## config.mk

```make
export PLATFORM = sky130hd
export DESIGN_NAME = ffea_front
export DESIGN_NICKNAME = d
export VERILOG_FILES = /design/src/rtl/ffea_pkg.sv /design/src/rtl/ffea_front.sv
export SDC_FILE = /design/constraint.sdc
export NUM_CORES = 1
export LEC_CHECK = 0
export BUFFER_PORTS_ARGS = -buffer_cell sky130_fd_sc_hd__buf_2
export CORE_ASPECT_RATIO = 2
export CORE_MARGIN = 8
export CORE_UTILIZATION = 45
export DETAILED_ROUTE_END_ITERATION = 8
export PLACE_DENSITY = 0.69
export SLEW_MARGIN = 5
export SYNTH_ARGS = -nofsm -noshare
export SYNTH_HDL_FRONTEND = slang
export SYNTH_SLANG_ARGS = --single-unit
```

## constraint.sdc

```tcl
create_clock -name clk -period 14.6 [get_ports clk]
set_input_delay 0 -clock clk [delete_from_list [all_inputs] [get_ports clk]]
set_output_delay 0 -clock clk [all_outputs]
set_load 0.005 [all_outputs]
```

## src/rtl/ffea_pkg.sv

```systemverilog
// Shared types and constants for the first-fit extent allocator.
package ffea_pkg;

  localparam int FREE_SLOTS = 16;
  localparam int USED_SLOTS = 32;
  localparam int PAGE_BITS  = 12;
  localparam int ADDR_BITS  = 32;

  localparam int FI_W = $clog2(FREE_SLOTS);
  localparam int FC_W = $clog2(FREE_SLOTS + 1);
  localparam int UI_W = $clog2(USED_SLOTS);

  localparam int SPACE_BITS = (ADDR_BITS < 32) ? ADDR_BITS : 32;
  localparam logic [32:0] SPACE_LIMIT = 33'(1) << SPACE_BITS;
  localparam logic [32:0] PAGE_MASK   = (33'(1) << PAGE_BITS) - 33'(1);

  localparam logic [2:0] ST_OK         = 3'd0;
  localparam logic [2:0] ST_NOT_ALLOC  = 3'd1;
  localparam logic [2:0] ST_MAPPED     = 3'd2;
  localparam logic [2:0] ST_TABLE_FULL = 3'd3;
  localparam logic [2:0] ST_EXHAUSTED  = 3'd4;

  localparam logic CMD_ALLOC = 1'b0;
  localparam logic CMD_FREE  = 1'b1;

  typedef struct packed {
    logic        cmd;
    logic [31:0] req_bytes;
    logic [31:0] block_start;
    logic        still_mapped;
  } in_item_t;

  typedef struct packed {
    logic [2:0]  status;
    logic [31:0] out_start;
    logic [31:0] out_size;
  } out_item_t;

  // Classified request handed from front to back.
  typedef struct packed {
    logic        is_free;
    logic        mapped;
    logic        too_big;
    logic [31:0] req;
    logic [32:0] rounded;
    logic [31:0] start;
  } job_t;

endpackage

```

## src/rtl/ffea_front.sv

```systemverilog
// Front end: accepts items, rounds sizes and queues classified jobs.
module ffea_front import ffea_pkg::*; (
  input  logic     clk,
  input  logic     rst,
  input  logic     push,
  output logic     full,
  input  in_item_t in_item,
  output logic     job_valid,
  input  logic     job_take,
  output job_t     job
);

  localparam int QD = 2;

  job_t       q [QD];
  logic [0:0] wp, rp;
  logic [1:0] cnt;
  job_t       j;
  logic [32:0] rnd;

  always_comb begin
    rnd = (33'(in_item.req_bytes) + PAGE_MASK) & ~PAGE_MASK;
    j.is_free = (in_item.cmd == CMD_FREE);
    j.mapped  = in_item.still_mapped;
    j.req     = in_item.req_bytes;
    j.rounded = rnd;
    j.too_big = rnd[32];
    j.start   = in_item.block_start;
  end

  assign full      = (cnt == 2'(QD));
  assign job_valid = (cnt != 2'd0);
  assign job       = q[rp];

  always_ff @(posedge clk) begin
    if (push && !full) q[wp] <= j;
    if (rst) begin
      wp <= '0; rp <= '0; cnt <= '0;
    end else begin
      if (push && !full) wp <= wp + 1'b1;
      if (job_take) rp <= rp + 1'b1;
      cnt <= cnt + 2'(push && !full) - 2'(job_take);
    end
  end

endmodule

```

Yosys cells after proc, flatten, opt, wreduce, memory -nomap -nowiden

Memory sizes are Yosys's and may differ from the RTL's. A register that Yosys moved wholly into a read port is not among the register bits.
Index checks and enable logic that the tools add are counted.

Logic and storage cells: 17
Input bits: 70
Memory bits (writable): 176
Output and inout port bits: 102
Bits in registers: 4
Memories kept: 1

Mux-type cells: 4
$add $sub $neg: 5
Reduce and logical (&&, ||, !) cells: 3
Equality and inequality tests: 1

Memory list:

| name | words | bits a word | read ports | clocked after Yosys merged registers in | wr ports | RTL line         | text |
|---|---|---|---|---|---|---|---|
| q    | 2     | 88          | 1          | 1                                       | 1        | ffea_front.sv:15 | `job_t q [QD];` |

Operator list:

| operator                 | number |
|---|---|
| $add A32 B12 Y33 const B | 1 |
| $mux W1                  | 4 |
| $add A1 B1 Y1 const B    | 2 |
| $add A2 B1 Y2            | 1 |
| $eq A2 B2 Y1 const B     | 1 |
| $reduce_bool A2 Y1       | 1 |
| $sub A2 B1 Y2            | 1 |
| $logic_and A1 B1 Y1      | 1 |
| $logic_not A1 Y1         | 1 |

Depth between registers and ports, before layout

Depth in word-level cells: 5
Depth in mapped cells: 8
Mapped depth without buffers: 8

Worst setup path before layout

No wires, ideal clock.

Path kind: register to register
Start: register cnt[0]
End: memory q[0][0] (netlist name) (enable)
Library setup time: 0.533 ns
Buffers on the path: 0
Arrival time: 4.179 ns
Stages on the path, launching flop included: 4
Required time: 14.067 ns
Path slack: 9.888 ns
Clock period less this slack: 4.712 ns
Cells stage by stage: dfxtp_1 nand2b_1 nand2_1 nor2_1

Word-level cells in the longest chain between the ends: 5

Ends and longest elaborated chain:

| element                       | RTL line         | text |
|---|---|---|
| start, declared               | ffea_front.sv:17 | `logic [1:0] cnt;` |
| start signal, assigned        | ffea_front.sv:42 | `cnt <= cnt + 2'(push && !full) - 2'(job_take);` |
| $eq A2 B2 Y1                  | ffea_front.sv:31 | `assign full = (cnt == 2'(QD));` |
| $logic_not A1 Y1              | ffea_front.sv:36 | `if (push && !full) q[wp] <= j;` |
| $logic_and A1 B1 Y1           | ffea_front.sv:36 |  |
| $mux W1                       | ffea_front.sv:36 |  |
| $mux W1 (not written as such) | ffea_front.sv:36 |  |
| end, declared                 | ffea_front.sv:15 |  |

No other way between the ends.

==> impl_metrics.ini <==
[outcome]
status = complete, no violations

[die]
die_area_um2 = 20300
die_h_um = 194
start_util_pct = 45.4
ios = 172
die_w_um = 105
core-area_um2 = 15600
rows = 65

[grt]
grt_max_degree = 50
track_usage_pct = 14.0
gr-total-overflow = 0
grt_pass1_vias = 4298
antenna_found_initial = 0
grt_pass1_wl_um = 22500

[hold_path]
hp-class = in2reg

[timing]
fin_skew_ns = 0.0130
hold_slack_ns = 0.0758
relSlewSlack_pct = 42.6
period_needed_ns = 2.37
period_share_pct = 16.2
setup_violations = 0
rsz0062_at_grt = false
final_hold_viol_count = 0
finalMaxSlewViolations = 0
fmax_mhz = 422
setup_tns_ns = 0
worst_pin_slew_ns = 0.858

[route]
drt_iter0_drc = 133
dr.max_layer_used = met4
wl_per_cell_um = 17.0
viasPerCell = 4.77
wl_met2_um = 6990
ant_nets = 0
vias = 3922
wl_met1_um = 5700
wirelength_um = 14000
drt_first_pass_iters = 4
wl_met3_um = 1090
drc = 0

[layout]
fillers = 1215
diodes = 0
fin_nets = 680
area_delta_synth_final_pct = 31.5
layout-drive-gt1-share_pct = 44.6
utilization_pct = 59.7

[placement]
port_buffers = 159
place_congestion = 0.716
dp_hpwl_um = 9060

[clocking]
cts_root_buf = clkbuf_16
cts.path.max_buffers = 2
cts_buffers = 17
cts_setup_buffers = 0
htreeDepth = 4
cts_tree = done
clock-sinks = 179
clkLatencyLatePin_ns = 0.42
clk_pin_slew_worst_paths_ns = 0.06

[logic_synthesis]
muxShareOfSynthArea_pct = 13.8
synth_area_um2 = 7090
synth_top_family_by_area = multiplexers
synth_compound_area_share_pct = 0.0882
syn_area_per_cell_um2 = 19.2
yosysSeqAreaShare_pct = 75.1
synth-simple-area-share_pct = 5.19
synthDistinctLibCells = 28
ys_ff_latch = 179
synthCells = 370
yosys_warnings = 0
synth-xor-area-share_pct = 2.84
synthAdderAreaFrac_pct = 0.353

[setup_path]
start_kind = flop
required_ns = 14.60
arrival_ns = 2.37
crit_fanout = 49
endpoint_kind = output pin
path_class = reg2out

[power]
leakagePower_nw = 3.48
powerDensity_nw_per_um2 = 142
irDropWorstVdd_mv = 0.0847

[run]
timing.max_cap.violations = 0
-- critical path, cell delays in order, from the launching register on --
cell and delay [ns]:
dfxtp_4 0.70, buf_4 0.62, mux2_2 0.43, buf_2 0.13
-- what timing repair did --
action	4_1_cts	5_1_grt
gates resized for setup	0	0
hold buffers	69	0
endpoints found under the hold margin	173	0
endpoints found under the setup margin	0	0
-- worst paths after layout --
kind | start | end | slack, ns | depth (start not counted)
max | flop | job[56] | 12.23 | 3
min | push | wp | 0.08 | 4
max reg2reg | cnt[0] | q[1][2] | 12.47 | 3
min reg2reg | rp | rp | 0.53 | 2
-- cells in the mapped netlist --
cell type,instances,area (um2)
a31oi_1,1,6.26
and3_1,6,37.5
and3_4,3,33.8
and4_4,1,11.3
buf_2,6,30.0
buf_4,16,120
buf_6,1,11.3
clkbuf_1,1,3.75
conb_1,1,3.75
dfxtp_1,5,100
edfxtp_1,174,5230
ha_1,2,25.0
inv_1,4,15.0
mux2_1,25,282
mux2_2,62,698
nand2_1,6,22.5
nand2b_1,1,6.26
nand3_1,3,15.0
nand3_2,6,60.1
nand4_1,7,43.8
nand4_2,2,25.0
nor2_1,8,30.0
nor2_2,1,6.26
nor2b_1,1,6.26
nor4_4,3,63.8
or2_2,1,6.26
xnor2_1,20,175
xor2_1,3,26.3
-- per-layer routing --
metal	up-vias	GRT usage (%)
li1	1878	-
met1	1891	15.7
met2	137	23.2
met3	16	5.59
met4	0	5.17
met5	-	0
-- power breakdown --
group / leakage, nW / switching [mW] / internal, mW / total [mW]
registers: 1.66 / 0.0210 / 0.658 / 0.679
clock network: 0.275 / 0.204 / 0.226 / 0.430
logic: 1.54 / 0.115 / 0.102 / 0.217
total: 3.48 / 0.339 / 0.986 / 1.33
-- metrics by stage --
step	setup slack, ns	instances	total power [mW]	area, um2
2_1_floorplan	9.89	381	0.805	7130
3_3_place_gp	12.45	721	0.893	8070
3_5_place_dp	12.44	721	0.897	8070
4_1_cts	12.16	822	1.34	9320
5_1_grt	12.09	822	1.39	9320
6_report	12.23	822	1.33	9320
-- placed cells by master, fill, tap and decap left out, types with 2 or more instances in the layout --
cell	n
ha_1	2
edfxtp_1	174
buf_4	4
nand4_1	7
mux2_2	62
inv_1	4
nand3_2	6
clkbuf_16	17
nand3_1	3
nand2_1	6
dfxtp_1	4
conb_1	12
inv_6	4
xor2_1	3
xnor2_1	20
mux2_1	25
and3_1	5
buf_2	159
clkinvlp_4	2
inv_8	5
nor2_1	7
nand4_2	2
nor4_4	3
dlygate4sd3_1	69
and3_4	4
-- state kept, by name, summed over array words and instances, names as in the netlist, named ones only --
register  flops
wp            1
q           174
cnt           2
rp            1
-- logic make-up after synthesis --
family / count (synthesis)
adder cells (fa/ha/maj): 2
XOR/XNOR: 23
flip-flops: 179
buffers and inverters: 28
multiplexers: 87
AO/OA/AOI/OAI: 1
AND/OR/NAND/NOR: 49
other: 1
-- final cells by class --
type	count	area (um2)	share of cell area [%]
well taps	201	251	2.70
multi-input cells	174	1640	17.6
flip-flops and latches	179	5330	57.2
inverters	4	15.0	0.161
clock buffers	17	425	4.56
clock inverters	15	140	1.50
repair buffers	232	1520	16.3
Note: power is estimated with default switching activity, not from simulation.
